--- config.mk ---
export PLATFORM = sky130hd
export DESIGN_NAME = dominant_channel_color_fade
export DESIGN_NICKNAME = d
export VERILOG_FILES = /design/src/rtl/dcf_pkg.sv /design/src/rtl/dcf_cfg_regs.sv /design/src/rtl/dcf_offsets.sv /design/src/rtl/dcf_pixel_fade.sv /design/src/rtl/dominant_channel_color_fade.sv
export VERILOG_INCLUDE_DIRS = /design/src /design/src/rtl
export SDC_FILE = /design/constraint.sdc
export NUM_CORES = 1
export LEC_CHECK = 0
export BUFFER_PORTS_ARGS = -buffer_cell sky130_fd_sc_hd__buf_2
export CAP_MARGIN = 10
export CORE_ASPECT_RATIO = 1.4
export CORE_UTILIZATION = 60
export DETAILED_ROUTE_END_ITERATION = 10
export PLACE_DENSITY = 0.85
export SETUP_SLACK_MARGIN = 0.02
export SYNTH_ARGS = -nofsm -noshare
export SYNTH_HDL_FRONTEND = slang
export SYNTH_SLANG_ARGS = --single-unit
--- constraint.sdc ---
create_clock -name clk -period 14.3 [get_ports clk]
set_input_delay 0.715 -clock clk [delete_from_list [all_inputs] [get_ports clk]]
set_output_delay 0.715 -clock clk [all_outputs]
set_load 0.01 [all_outputs]
--- src/rtl/dominant_channel_color_fade_macros.svh ---
// Assertion macros used by the top level of the colour fade RTL.
// Depends on nothing; each macro expands to one labelled concurrent assertion.
`ifndef DOMINANT_CHANNEL_COLOR_FADE_MACROS_SVH
`define DOMINANT_CHANNEL_COLOR_FADE_MACROS_SVH

// Consequence must hold in the same cycle as the antecedent.
`define DCF_ASSERT_SAME(label, clk, rst_n, ante, cons) \
	label: assert property (@(posedge clk) disable iff (!rst_n) (ante) |-> (cons)) \
		else $error("dcf assertion failed");

// Consequence must hold in the cycle after the antecedent.
`define DCF_ASSERT_NEXT(label, clk, rst_n, ante, cons) \
	label: assert property (@(posedge clk) disable iff (!rst_n) (ante) |=> (cons)) \
		else $error("dcf assertion failed");

`endif

--- src/rtl/dcf_pkg.sv ---
// Types, codes and helper functions for the dominant-channel colour fade.
// Used by every module of the block; depends on nothing.
`timescale 1ns / 1ps

package dcf_pkg;

	localparam int OFF_W = 7;

	typedef logic signed [OFF_W-1:0] off_t;

	// One set of the three offsets a, b and c.
	typedef struct packed {
		off_t a;
		off_t b;
		off_t c;
	} off_set_t;

	// Mode register, bit 2 down to bit 0.
	typedef struct packed {
		logic smooth;
		logic randomize;
		logic enable;
	} mode_t;

	typedef struct packed {
		logic       func;
		logic [7:0] chan0_in;
		logic [7:0] chan1_in;
		logic [7:0] chan2_in;
		logic       beat;
		logic [4:0] rand_a;
		logic [5:0] rand_b;
		logic [4:0] rand_c;
	} in_item_t;

	typedef struct packed {
		logic [7:0] chan0_out;
		logic [7:0] chan1_out;
		logic [7:0] chan2_out;
	} out_item_t;

	// Configuration register indexes.
	typedef enum logic [2:0] {
		REG_MODE   = 3'd0,
		REG_BASE_A = 3'd1,
		REG_BASE_B = 3'd2,
		REG_BASE_C = 3'd3,
		REG_BEAT_A = 3'd4,
		REG_BEAT_B = 3'd5,
		REG_BEAT_C = 3'd6
	} cfg_reg_t;

	// Item kinds carried in the func field.
	localparam logic FUNC_PIXEL = 1'b0;
	localparam logic FUNC_FRAME = 1'b1;

	// Reset values.
	localparam mode_t MODE_RST = '{smooth: 1'b0, randomize: 1'b0, enable: 1'b1};
	localparam off_t  OFF_RST_POS = 7'sd8;
	localparam off_t  OFF_RST_NEG = -7'sd8;
	localparam off_set_t OFF_SET_RST = '{a: OFF_RST_POS, b: OFF_RST_NEG, c: OFF_RST_NEG};

	// Clamp an eight-bit signed value to the range -lim..lim.
	function automatic off_t clamp_off(input logic signed [7:0] v,
		input logic signed [7:0] lim);
		logic signed [7:0] r;
		if (v < -lim) begin
			r = -lim;
		end else if (v > lim) begin
			r = lim;
		end else begin
			r = v;
		end
		return r[OFF_W-1:0];
	endfunction

endpackage

--- src/rtl/dcf_cfg_regs.sv ---
// Configuration registers: mode flags, base offsets and beat offsets.
// Depends on dcf_pkg; raises a resync strobe after every valid write to a listed register.
`timescale 1ns / 1ps

module dcf_cfg_regs import dcf_pkg::*; #(
	parameter int OFFSET_LIMIT = 32
) (
	input  logic       clk,
	input  logic       arst_n,
	input  logic       cfg_valid,
	input  logic [2:0] cfg_index,
	input  logic [6:0] cfg_data,
	output mode_t      mode,
	output off_set_t   base,
	output off_set_t   beat_off,
	output logic       resync
);

	localparam logic signed [7:0] LIM = 8'(OFFSET_LIMIT);

	mode_t    mode_q;
	off_set_t base_q;
	off_set_t beat_q;
	logic     resync_q;
	off_t     data_clamped;
	logic     known_index;

	// Offset registers always hold a value within the limit.
	assign data_clamped = clamp_off({cfg_data[6], cfg_data}, LIM);

	// Only a write to one of the listed registers resyncs the current offsets.
	assign known_index = cfg_index <= REG_BEAT_C;

	// Register writes; an unknown index leaves everything untouched.
	always_ff @(posedge clk or negedge arst_n) begin
		if (!arst_n) begin
			mode_q   <= MODE_RST;
			base_q   <= OFF_SET_RST;
			beat_q   <= OFF_SET_RST;
			resync_q <= 1'b0;
		end else begin
			resync_q <= cfg_valid && known_index;
			if (cfg_valid) begin
				case (cfg_index)
					REG_MODE:   mode_q   <= mode_t'(cfg_data[2:0]);
					REG_BASE_A: base_q.a <= data_clamped;
					REG_BASE_B: base_q.b <= data_clamped;
					REG_BASE_C: base_q.c <= data_clamped;
					REG_BEAT_A: beat_q.a <= data_clamped;
					REG_BEAT_B: beat_q.b <= data_clamped;
					REG_BEAT_C: beat_q.c <= data_clamped;
					default:    ;
				endcase
			end
		end
	end

	assign mode     = mode_q;
	assign base     = base_q;
	assign beat_off = beat_q;
	assign resync   = resync_q;

endmodule

--- src/rtl/dcf_offsets.sv ---
// Current offset state: resync after register writes and update on frame start.
// Depends on dcf_pkg; fed by dcf_cfg_regs and the input stage of the top level.
`timescale 1ns / 1ps

module dcf_offsets import dcf_pkg::*; #(
	parameter int OFFSET_LIMIT = 32
) (
	input  logic       clk,
	input  logic       arst_n,
	input  mode_t      mode,
	input  off_set_t   base,
	input  off_set_t   beat_off,
	input  logic       resync,
	input  logic       frame_go,
	input  logic       beat,
	input  logic [4:0] rand_a,
	input  logic [5:0] rand_b,
	input  logic [4:0] rand_c,
	output off_set_t   cur
);

	localparam logic signed [7:0] LIM = 8'(OFFSET_LIMIT);

	off_set_t cur_q;
	off_set_t cur_d;
	off_set_t stepped;
	off_set_t rnd;
	off_set_t clamped;
	logic signed [6:0] rb_raw;
	logic signed [7:0] rb_mapped;

	// Move one step toward the target.
	function automatic off_t step_to(input off_t v, input off_t t);
		off_t r;
		if (v < t) begin
			r = v + 7'sd1;
		end else if (v > t) begin
			r = v - 7'sd1;
		end else begin
			r = v;
		end
		return r;
	endfunction

	// Random offsets; b is pushed away from small magnitudes.
	always_comb begin
		rb_raw = $signed({1'b0, rand_b}) - 7'sd32;
		if (rb_raw < 7'sd0 && rb_raw > -7'sd16) begin
			rb_mapped = -8'sd32;
		end else if (rb_raw >= 7'sd0 && rb_raw < 7'sd16) begin
			rb_mapped = 8'sd32;
		end else begin
			rb_mapped = {rb_raw[6], rb_raw};
		end
		rnd.a = clamp_off($signed({3'b000, rand_a}) - 8'sd6, LIM);
		rnd.b = clamp_off(rb_mapped, LIM);
		rnd.c = clamp_off($signed({3'b000, rand_c}) - 8'sd6, LIM);
	end

	// Step and clamp of the held offsets.
	always_comb begin
		stepped.a = step_to(cur_q.a, base.a);
		stepped.b = step_to(cur_q.b, base.b);
		stepped.c = step_to(cur_q.c, base.c);
		clamped.a = clamp_off({cur_q.a[6], cur_q.a}, LIM);
		clamped.b = clamp_off({cur_q.b[6], cur_q.b}, LIM);
		clamped.c = clamp_off({cur_q.c[6], cur_q.c}, LIM);
	end

	// Next offsets: resync after a write, otherwise the frame-start update.
	always_comb begin
		cur_d = cur_q;
		if (resync) begin
			cur_d = mode.smooth ? clamped : base;
		end else if (frame_go) begin
			if (!mode.smooth) begin
				cur_d = base;
			end else if (!beat) begin
				cur_d = stepped;
			end else begin
				cur_d = mode.randomize ? rnd : beat_off;
			end
		end
	end

	always_ff @(posedge clk or negedge arst_n) begin
		if (!arst_n) begin
			cur_q <= OFF_SET_RST;
		end else begin
			cur_q <= cur_d;
		end
	end

	assign cur = cur_q;

endmodule

--- src/rtl/dcf_pixel_fade.sv ---
// Pixel datapath: dominant channel search, offset permutation and saturating adds.
// Depends on dcf_pkg; purely combinational, sits between the pipeline registers.
`timescale 1ns / 1ps

module dcf_pixel_fade import dcf_pkg::*; (
	input  logic       enable,
	input  logic [7:0] p0,
	input  logic [7:0] p1,
	input  logic [7:0] p2,
	input  off_set_t   offs,
	output out_item_t  result
);

	off_t d0;
	off_t d1;
	off_t d2;

	// Add a signed offset to a byte, saturating to 0..255.
	function automatic logic [7:0] sat_add(input logic [7:0] px, input off_t d);
		logic signed [9:0] s;
		logic [7:0] r;
		s = $signed({2'b00, px}) + {{3{d[6]}}, d};
		if (s <= 10'sd0) begin
			r = 8'd0;
		end else if (s >= 10'sd255) begin
			r = 8'd255;
		end else begin
			r = s[7:0];
		end
		return r;
	endfunction

	// Choose the permutation from the strictly largest byte.
	always_comb begin
		if (p1 > p2 && p1 > p0) begin
			d0 = offs.c; d1 = offs.b; d2 = offs.a;
		end else if (p0 > p1 && p0 > p2) begin
			d0 = offs.b; d1 = offs.a; d2 = offs.c;
		end else if (p2 > p0 && p2 > p1) begin
			d0 = offs.a; d1 = offs.c; d2 = offs.b;
		end else begin
			d0 = offs.c; d1 = offs.c; d2 = offs.c;
		end
	end

	// Disabled pixels pass through unchanged.
	always_comb begin
		if (enable) begin
			result.chan0_out = sat_add(p0, d0);
			result.chan1_out = sat_add(p1, d1);
			result.chan2_out = sat_add(p2, d2);
		end else begin
			result.chan0_out = p0;
			result.chan1_out = p1;
			result.chan2_out = p2;
		end
	end

endmodule

--- src/rtl/dominant_channel_color_fade.sv ---
// Dominant-channel colour fade: one item per cycle unless the output stalls; a pixel is
// faded into the result register, a frame-start item gives no result and, when enabled,
// updates the offsets on leaving the input register. The two registers part the channels,
// so a new item can be taken while a result waits. Asynchronous active-low reset empties
// both registers and loads mode enable, base, beat and current offsets 8, -8, -8.
`timescale 1ns / 1ps
`include "dominant_channel_color_fade_macros.svh"

module dominant_channel_color_fade import dcf_pkg::*; #(
	parameter int OFFSET_LIMIT = 32
) (
	input  logic       clk,
	input  logic       arst_n,
	input  logic       in_valid,
	output logic       in_ready,
	input  in_item_t   in_item,
	output logic       out_valid,
	input  logic       out_ready,
	output out_item_t  out_item,
	input  logic       cfg_valid,
	output logic       cfg_ready,
	input  logic [2:0] cfg_index,
	input  logic [6:0] cfg_data
);

	mode_t     mode;
	off_set_t  base;
	off_set_t  beat_off;
	off_set_t  offs;
	logic      resync;
	in_item_t  item_s1;
	logic      valid_s1;
	out_item_t item_s2;
	logic      valid_s2;
	out_item_t fade_res;
	logic      adv_s2;
	logic      done_s1;
	logic      frame_go;

	assign cfg_ready = 1'b1;

	dcf_cfg_regs #(
		.OFFSET_LIMIT(OFFSET_LIMIT)
	) u_cfg (
		.clk      (clk),
		.arst_n   (arst_n),
		.cfg_valid(cfg_valid),
		.cfg_index(cfg_index),
		.cfg_data (cfg_data),
		.mode     (mode),
		.base     (base),
		.beat_off (beat_off),
		.resync   (resync)
	);

	// The result register can take a new item when empty or being emptied.
	assign adv_s2   = !valid_s2 || out_ready;
	// A frame item always leaves the input register; a pixel needs room downstream.
	assign done_s1  = valid_s1 && (item_s1.func == FUNC_FRAME || adv_s2);
	assign in_ready = !valid_s1 || done_s1;
	assign frame_go = done_s1 && item_s1.func == FUNC_FRAME && mode.enable;

	dcf_offsets #(
		.OFFSET_LIMIT(OFFSET_LIMIT)
	) u_offs (
		.clk     (clk),
		.arst_n  (arst_n),
		.mode    (mode),
		.base    (base),
		.beat_off(beat_off),
		.resync  (resync),
		.frame_go(frame_go),
		.beat    (item_s1.beat),
		.rand_a  (item_s1.rand_a),
		.rand_b  (item_s1.rand_b),
		.rand_c  (item_s1.rand_c),
		.cur     (offs)
	);

	dcf_pixel_fade u_fade (
		.enable(mode.enable),
		.p0    (item_s1.chan0_in),
		.p1    (item_s1.chan1_in),
		.p2    (item_s1.chan2_in),
		.offs  (offs),
		.result(fade_res)
	);

	// Input register valid.
	always_ff @(posedge clk or negedge arst_n) begin
		if (!arst_n) begin
			valid_s1 <= 1'b0;
		end else if (in_ready) begin
			valid_s1 <= in_valid;
		end
	end

	// Input register payload.
	always_ff @(posedge clk) begin
		if (in_ready && in_valid) begin
			item_s1 <= in_item;
		end
	end

	// Result register valid: loaded only by pixel items.
	always_ff @(posedge clk or negedge arst_n) begin
		if (!arst_n) begin
			valid_s2 <= 1'b0;
		end else if (adv_s2) begin
			valid_s2 <= valid_s1 && item_s1.func == FUNC_PIXEL;
		end
	end

	// Result register payload.
	always_ff @(posedge clk) begin
		if (adv_s2 && valid_s1 && item_s1.func == FUNC_PIXEL) begin
			item_s2 <= fade_res;
		end
	end

	assign out_valid = valid_s2;
	assign out_item  = item_s2;

	// A result appears only after a pixel item left the input register.
	`DCF_ASSERT_SAME(a_result_from_pixel, clk, arst_n, $rose(valid_s2),
		$past(valid_s1 && item_s1.func == FUNC_PIXEL))
	// A frame start while disabled leaves the offsets alone.
	`DCF_ASSERT_NEXT(a_disabled_frame_holds, clk, arst_n,
		done_s1 && item_s1.func == FUNC_FRAME && !mode.enable && !resync, $stable(offs))
	// Without smoothing a frame start loads the base offsets.
	`DCF_ASSERT_NEXT(a_frame_loads_base, clk, arst_n,
		frame_go && !mode.smooth && !resync, offs == $past(base))

endmodule

==> impl_metrics.ini, run 1 <==
[clock_network]
clkLatencyLatePin_ns = 0.44
cts.path.max_buffers = 2
hold_buffers = 0
cts_max_level = 4
cts_root_buf = clkbuf_16
ctsResizeCount = 0
cts_sinks = 135
postCtsSetupBuffers = 0
numCtsBuffers = 17
path_clk_slew_ns = 0.06
cts_tree = yes

[power]
internal_power_uw = 1310
power_switching_uw = 966
cellLeakagePower_uw = 0.00463
pwr_density_cell_nw_per_um2 = 212
switching_share_pct = 42.4
pwr-share-clk_pct = 19.7
pwr-share-comb_pct = 53.8
p_seq_share_pct = 26.5
peakVddDrop_v = 0.000109

[setup_path]
reg2reg_to = out_item[1]
startpoint = item_s1[26]
cp-end-kind = register
reg2regPathDepth = 17
r2r_start = item_s1[26]
crit_end = out_item[1]
crit_arrival_ns = 5.94
worstSetupPathType = reg -> reg
required_ns = 14.53
start_kind = register
reg2reg_slack_ns = 8.59
crit_fanout = 28

[yosys]
synth-async-reset-ratio_pct = 51.1
synth_top_area_share_pct = 20.7
yosys.area.top_type = edfxtp_1
synth.ff_latch_count = 135
postSynthAreaPerCell_um2 = 9.39
yosysSeqAreaShare_pct = 39.1
synthTopCellsByArea = edfxtp_1 (21%), ha_1 (12%), dfrtp_1 (11%)
synth_nets = 1172
syn_inst = 1020
synth_area_um2 = 9570
synth-main-ff-cell = edfxtp_1
synth_edf_count = 66
synth_cell_type_count = 92
ys_warn_count = 0

[sta]
rsz0062_at_grt = false
setup_violations = 0
hold_viol_final = 0
relSlewSlack_pct = 20.8
worst_slew_pin_slew_ns = 1.18
achievable-frequency_ghz = 0.175
fin_skew_ns = 0.00674
min_period_ns = 5.71
finalMaxSlewViolations = 0
timing.hold.ws_ns = 0.447
fin_tns_setup_ns = 0
fin_crit_sh_pct = 39.9

[floorplan]
core-area_um2 = 15600
boundaryPins = 84
die_y_um = 151
initial_core_util_pct = 61.3
die_area_um2 = 16500
fp.dieW_um = 109
rows = 54

[routing]
antenna_left = 0
wl_per_cell_um = 18.7
vias = 8060
drc_errors = 0
drtIter0Drc = 494
viasPerCell = 6.19
detail_route.wirelength_um = 24300
first_pass_iters = 5

[finish]
antennaDiodeCount = 0
final_cell_mix = nand2_1 (104), o21ai_0 (93), ha_1 (89), buf_2 (82), inv_1 (81)
layout-drive-gt1-share_pct = 18.9
fill_cells = 1186
multi_input_area_um2 = 5390
final_common_cell = nand2_1
final_net_count = 1245
regArea_um2 = 3740
syn2layout_area_growth_pct = 12.4
instances_no_fill = 1302

[placed_design]
gp_congestion = 0.961
port_buffers = 82
hpwlAfterDp_um = 18300
dp.cells = 1270

[job]
max_cap_violations = 0

[global_route]
grt_start_max_net_pins = 70
grt_first_pass_wirelength_um = 39300
grt_pass1_vias = 8065
antenna_found_initial = 0
grt_overflow = 0
grt.total_usage_pct = 31.6

[min_path]
min-delay-path-class = in -> reg
min_from = in_item[8]

[outcome]
outcome = completed
-- cells by family after synthesis --
family,share of synthesized area [%]
XOR/XNOR,3.48
multiplexers,3.18
AO/OA/AOI/OAI,20.7
adder cells (fa/ha/maj),12.9
AND/OR/NAND/NOR,15.9
other,0.0392
flip-flops,39.1
buffers and inverters,4.76
-- worst min path at each step --
stage                        end  slack (ns)  depth (start not counted)
2_1_floorplan          out_valid        0.42                          0
3_3_place_gp   u_cfg.beat_off[7]        0.46                          2
3_5_place_dp   u_cfg.beat_off[7]        0.47                          2
4_1_cts               item_s1[0]        0.44                          1
5_1_grt               item_s1[0]        0.44                          1
6_report              item_s1[8]        0.45                          1
-- synth_stat cells, types with 8 or more instances --
| cell | n |
|---|---|
| a21o_1 | 17 |
| a21oi_1 | 73 |
| a22o_1 | 8 |
| clkbuf_1 | 28 |
| dfrtp_1 | 41 |
| dfstp_2 | 28 |
| edfxtp_1 | 66 |
| ha_1 | 89 |
| inv_1 | 81 |
| mux2_2 | 11 |
| mux2i_1 | 18 |
| nand2_1 | 104 |
| nand2b_1 | 14 |
| nand3_1 | 16 |
| nand4_1 | 10 |
| nor2_1 | 68 |
| nor2b_1 | 17 |
| nor3_1 | 17 |
| o21a_1 | 14 |
| o21ai_0 | 93 |
| o22ai_1 | 12 |
| xnor2_1 | 29 |
| xor2_1 | 9 |
-- critical path, cell delays in order, from the launching register on --
cell	delay, ns
edfxtp_1	0.49
inv_1	0.21
ha_1	0.28
nor2b_1	0.14
o211ai_1	0.20
a21o_1	0.16
o311a_1	0.76
and2_4	0.30
or2_0	0.35
inv_1	0.17
ha_1	0.24
or3_1	0.37
or3_4	0.34
a31oi_1	0.56
nand2b_1	0.20
a21o_1	0.15
nand3_2	0.22
o22ai_1	0.36
-- power groups by stage --
stage	sequential (uW)	clock, uW	combinational, uW
finish	603	448	1230
global route	611	469	1360
CTS	599	451	1210
detailed placement	606	0	1190
global placement	603	0	1160
floorplan	569	0	969
-- sequential cells by signal (all words and copies together), names as in the netlist --
name	cells
item_s1	42
valid_s1	1
u_offs.cur	21
u_cfg.resync	1
u_cfg.mode	3
u_cfg.beat_off	21
out_item	24
out_valid	1
u_cfg.base	21
-- area by class of cell --
type	instances	area share, %
multi-input combinational	768	50.1
clock inverter	12	1.19
timing repair buffer	90	4.37
inverter	81	2.83
sequential	135	34.8
tap	196	2.28
clock buffer	20	4.44
-- routing by layer --
layer | wire, um | vias to the layer above | track usage, %
li1 | - | 3860 | -
met1 | 9130 | 3801 | 33.5
met2 | 12500 | 291 | 56.3
met3 | 1060 | 108 | 5.05
met4 | 1610 | 0 | 23.1
met5 | 0 | - | 0
-- metrics by stage --
| stage | util (%) | total power [uW] | worst slack, ns | area [um^2] |
|---|---|---|---|---|
| global route | 68.9 | 2440 | 8.26 | 10800 |
| detailed placement | 65.1 | 1800 | 8.83 | 10200 |
| floorplan | - | 1540 | 9.49 | 9570 |
| global placement | 65.1 | 1760 | 8.83 | 10200 |
| finish | 68.9 | 2280 | 8.59 | 10800 |
| CTS | 68.9 | 2260 | 8.75 | 10800 |
(Power assumes the default switching activity.)
==> run 2, diff against run 1 <==
clock period = 5.3 ns   (was 14.3 ns; I/O delays follow)
==> run 2 against run 1 <==
Effect of this change:
- count of clock-buffer cells in the layout down 3
- first-iteration DRC count down 9.7%
- combinational power rose to 2.7 times the previous value
- largest cell class unchanged
- clock skew up 0.00094 ns
- register-to-register slack worse by 8.3 ns
- flip-flop and latch count unchanged
- sequential power rose to 2.7 times the previous value
- hold slack worse by 0.44 ns
==> impl_metrics.ini, run 2 (synthesis results as in run 1) <==
[placed_design]
hpwlAfterDp_um = 18200
port_buffers = 82
gp_congestion = 0.960
place_ws_ns = -0.130

[clock_network]
cts_root_buf = clkbuf_16
cts_max_level = 4
path_clk_slew_ns = 0.06
cts_tree = yes
clkLatencyLatePin_ns = 0.43
numCtsBuffers = 17
cts_sinks = 135
cts.path.max_buffers = 2

[global_route]
grt_start_max_net_pins = 70
use_met1_pct = 32.9
grt_first_pass_wirelength_um = 38600
grt_overflow = 0
grtUsageMet2_pct = 55.9
antenna_found_initial = 0
grt.busiest_layer = met2
grt_use_met3_pct = 4.79
grt.total_usage_pct = 31.1
grt_pass1_vias = 8079

[power]
cellLeakagePower_uw = 0.00466
pwr_density_cell_nw_per_um2 = 563
total_power_uw = 6110
peakVddDrop_v = 0.000320

[sta]
hold_viol_final = 0
worst_slew_pin_slew_ns = 1.13
fin_crit_sh_pct = 94.1
fin_skew_ns = 0.00769
min_period_ns = 4.99
rsz0062_at_grt = false
timing.hold.ws_ns = 0.00579
setup_violations = 0
achievable-frequency_ghz = 0.201
finalMaxSlewViolations = 0
fin_ws_ns = 0.313
fin_tns_setup_ns = 0
relSlewSlack_pct = 24.0

[floorplan]
fp.dieW_um = 109
boundaryPins = 84
core-area_um2 = 15600
initial_core_util_pct = 61.3
die_y_um = 151
rows = 54
die_area_um2 = 16500

[setup_path]
start_kind = register
required_ns = 5.48
worstSetupPathType = reg -> reg
cp-end-kind = register
crit_arrival_ns = 5.17
crit_fanout = 7
reg2regPathDepth = 21
startpoint = item_s1[18]
r2r_start = item_s1[18]

[routing]
viasPerCell = 6.14
drc_errors = 0
first_pass_iters = 5
antenna_left = 0
drtIter0Drc = 446
detail_route.wirelength_um = 24100
vias = 8079
wl_per_cell_um = 18.3

[finish]
post-route-util_pct = 69.5
final_net_count = 1260
largest_register_ffs = 42
regArea_um2 = 3740
layout-drive-gt1-share_pct = 19.6
final_cell_mix = nand2_1 (104), o21ai_0 (91), ha_1 (89), buf_2 (82), inv_1 (79)
multi_input_area_um2 = 5400
antennaDiodeCount = 0
fill_cells = 1194
final_common_cell = nand2_1
regMostFlops = item_s1
syn2layout_area_growth_pct = 13.3

[min_path]
min-delay-path-class = in -> reg
min_from = in_item[41]
whs_path_depth = 1

[outcome]
outcome = completed

[job]
max_cap_violations = 0
run 2: path summary, 6_finish.rpt:
path	to	slack (ns)
setup / recovery	out_item[10]	0.31
hold / removal	item_s1[41]	0.006
setup reg to reg	out_item[10]	0.31
hold reg to reg	u_cfg.beat_off[11]	0.48
max in group asynchronous	out_valid	4.70
min in group asynchronous	u_cfg.beat_off[2]	0.03
run 2: layout make-up:
| class | count | share of cell area (%) |
|---|---|---|
| repair buffers | 105 | 5.56 |
| flip-flops and latches | 135 | 34.5 |
| well taps | 196 | 2.26 |
| multi-input cells | 768 | 49.8 |
| inverters | 81 | 2.80 |
| clock buffers | 17 | 3.92 |
| clock inverters | 14 | 1.14 |
run 2: stage by stage:
step	std cells	cell area (um^2)
after global routing	1316	10800
after detailed placement	1276	10200
after global placement	1276	10200
final	1316	10800
after floorplan	1020	9570
after CTS	1313	10800
run 2: timing repair:
item / 4_1_cts / 5_1_grt
setup buffers: 1 / 0
pin swaps: 1 / 0
endpoints found under the hold margin: 5 / 3
hold buffers: 5 / 3
resized for setup: 1 / 7
setup endpoints to repair: 6 / 22
run 2: routing by layer:
metal	part of all wire [%]	wire [um]
met1	37	9010
met2	51	12400
met3	4.5	1090
met4	6.8	1630
met5	0	0
run 2: power breakdown:
group	total, uW	switching (uW)	internal [uW]
sequential	1640	280	1360
combinational	3340	1840	1500
clock	1130	480	645
run 2: worst max-delay path: stages, from the launching register on:
cell and delay, ns:
edfxtp_1 0.46, inv_2 0.17, ha_1 0.30, nor2b_1 0.15, o211ai_1 0.20, a21oi_1 0.16, o211a_1 0.29, nor2_1 0.10
a21oi_1 0.05, o21ai_0 0.22, ha_1 0.25, inv_1 0.07, fa_1 0.40, nor2b_1 0.22, o22ai_1 0.14, nand2b_1 0.17
a211oi_1 0.34, a21oi_1 0.11, or3_1 0.33, a21oi_1 0.26, nor4_4 0.11, a22o_1 0.22
==> run 3, diff against run 2 <==
CORE_UTILIZATION = 55   (was 60)
PLACE_DENSITY = 0.82   (was 0.85)
clock period = 4.26 ns   (was 5.3 ns; I/O delays follow)
==> run 3 against run 2 <==
Effect of this change:
- the run now ends with negative setup slack left
- power grew 55%
- register-to-register slack lost 1.1 ns
- first-iteration DRC count up 150%
- flip-flop and latch count unchanged
- die area rose by 8.9%
- largest cell class unchanged
- largest power group unchanged
==> impl_metrics.ini, run 3 (synthesis results as in run 1) <==
[finish]
syn2layout_area_growth_pct = 39.7
post-route-util_pct = 79.2
antennaDiodeCount = 0
final_cell_mix = buf_4 (168), nand2_1 (101), buf_2 (82), o21ai_0 (76), ha_1 (70)
final_net_count = 1464
instances_no_fill = 1557
final_common_cell = buf_4
largest_register_ffs = 42
regMostFlops = item_s1
layout-drive-gt1-share_pct = 37.4

[global_route]
grt_start_max_net_pins = 43
antenna_found_initial = 1
grt_overflow = 0
grt.total_usage_pct = 36.5
grt_first_pass_wirelength_um = 49600
grt_pass1_vias = 9722

[sta]
setup_violations = 24
fin_skew_ns = 0.0188
fin_ws_ns = -0.828
timing.hold.ws_ns = 0.0103
rsz0062_at_grt = true
fin_crit_sh_pct = 119
min_period_ns = 5.09
relSlewSlack_pct = 39.4
fin_tns_setup_ns = -17.70
achievable-frequency_ghz = 0.197
hold_viol_final = 0
worst_slew_pin_slew_ns = 0.908
finalMaxSlewViolations = 0

[routing]
detail_route.wirelength_um = 35000
wl_met3_um = 3510
antenna_left = 0
viasPerCell = 6.33
wl_met2_um = 16500
vias = 9857
drtIter0Drc = 1107
drc_errors = 0
wl_per_cell_um = 22.5
first_pass_iters = 6
wl_met1_um = 11700
top_layer = met4

[clock_network]
numCtsBuffers = 17
cts.path.max_buffers = 2
cts_max_level = 4
path_clk_slew_ns = 0.06
cts_tree = yes
cts_sinks = 135
cts_root_buf = clkbuf_16
clkLatencyLatePin_ns = 0.45

[outcome]
failed_checks = negative setup slack
outcome = finished with violations

[placed_design]
dp.cells = 1436
gp_congestion = 0.964
port_buffers = 82
place_ws_ns = -0.497
hpwlAfterDp_um = 19400

[setup_path]
crit_fanout = 10
cp-end-kind = register
worstSetupPathType = reg -> reg
start_kind = register
required_ns = 4.57
crit_arrival_ns = 5.39

[power]
cellLeakagePower_uw = 0.00580
peakVddDrop_v = 0.000376
pwr_density_cell_nw_per_um2 = 708

[floorplan]
die_area_um2 = 17900
boundaryPins = 84
initial_core_util_pct = 56.7
rows = 56
core-area_um2 = 16900
fp.dieW_um = 114
die_y_um = 158

[min_path]
min-delay-path-class = in -> reg

[job]
max_cap_violations = 0
## run 3: timing repair
action | 4_1_cts | 5_1_grt
gates cloned | 3 | 0
setup buffers | 32 | 16
pin swaps | 47 | 55
setup endpoints to repair | 24 | 25
resized for setup | 93 | 77
hold endpoints to repair | 57 | 0
hold buffers | 43 | 0
## run 3: critical path: stages, from the launching register on
cell and delay (ns):
edfxtp_1 0.50, inv_2 0.24, ha_4 0.24, nor2b_4 0.13, o211ai_1 0.30, buf_4 0.17
a21o_1 0.15, o311a_4 0.23, buf_12 0.14, buf_6 0.13, nand2_1 0.06, o21ai_1 0.37
ha_4 0.27, a21o_1 0.13, nand2_1 0.10, a32o_1 0.30, or4_4 0.55, nor4b_4 0.29
o21ai_1 0.08, mux2_4 0.32, nand2_1 0.09, a22o_1 0.12
## run 3: where the power goes
| part | internal [uW] | switching (uW) | total (uW) |
|---|---|---|---|
| Combinational | 2840 | 3060 | 5890 |
| Clock | 869 | 620 | 1490 |
| Sequential | 1700 | 384 | 2080 |
## run 3: area by class of cell
class                   count  area [um^2]
clock buffers              19          433
clock inverters            13          146
fillers                   957         3520
inverters                  81          307
multi-input cells         769         6130
flip-flops and latches    135         3740
well taps                 232          290
repair buffers            308         2320
## run 3: worst paths after layout
check	startpoint	to	slack, ns	cells after the start
worst min register to register	u_cfg.beat_off[1]	u_cfg.beat_off[1]	0.48	2
worst min-delay path	cfg_data[2]	u_cfg.mode[2]	0.01	3
max in group asynchronous	arst_n	u_offs.cur[8]	2.91	3
min in group asynchronous	arst_n	u_cfg.beat_off[2]	0.35	2
worst max-delay path	item_s1[26]	out_item[14]	-0.83	21
worst max register to register	item_s1[26]	out_item[14]	-0.83	21
## run 3: per-stage QoR
stage	instance area, um^2	power, uW
after global routing	13400	9970
after detailed placement	11200	6770
after CTS	12900	8700
final	13400	9470
after global placement	11200	6610
after floorplan	9640	5200
## run 3: routing by layer
layer	global-route usage, %	vias to the layer above
met5	0	-
li1	-	4281
met1	38.7	4646
met2	63.9	657
met4	25.7	0
met3	8.46	273
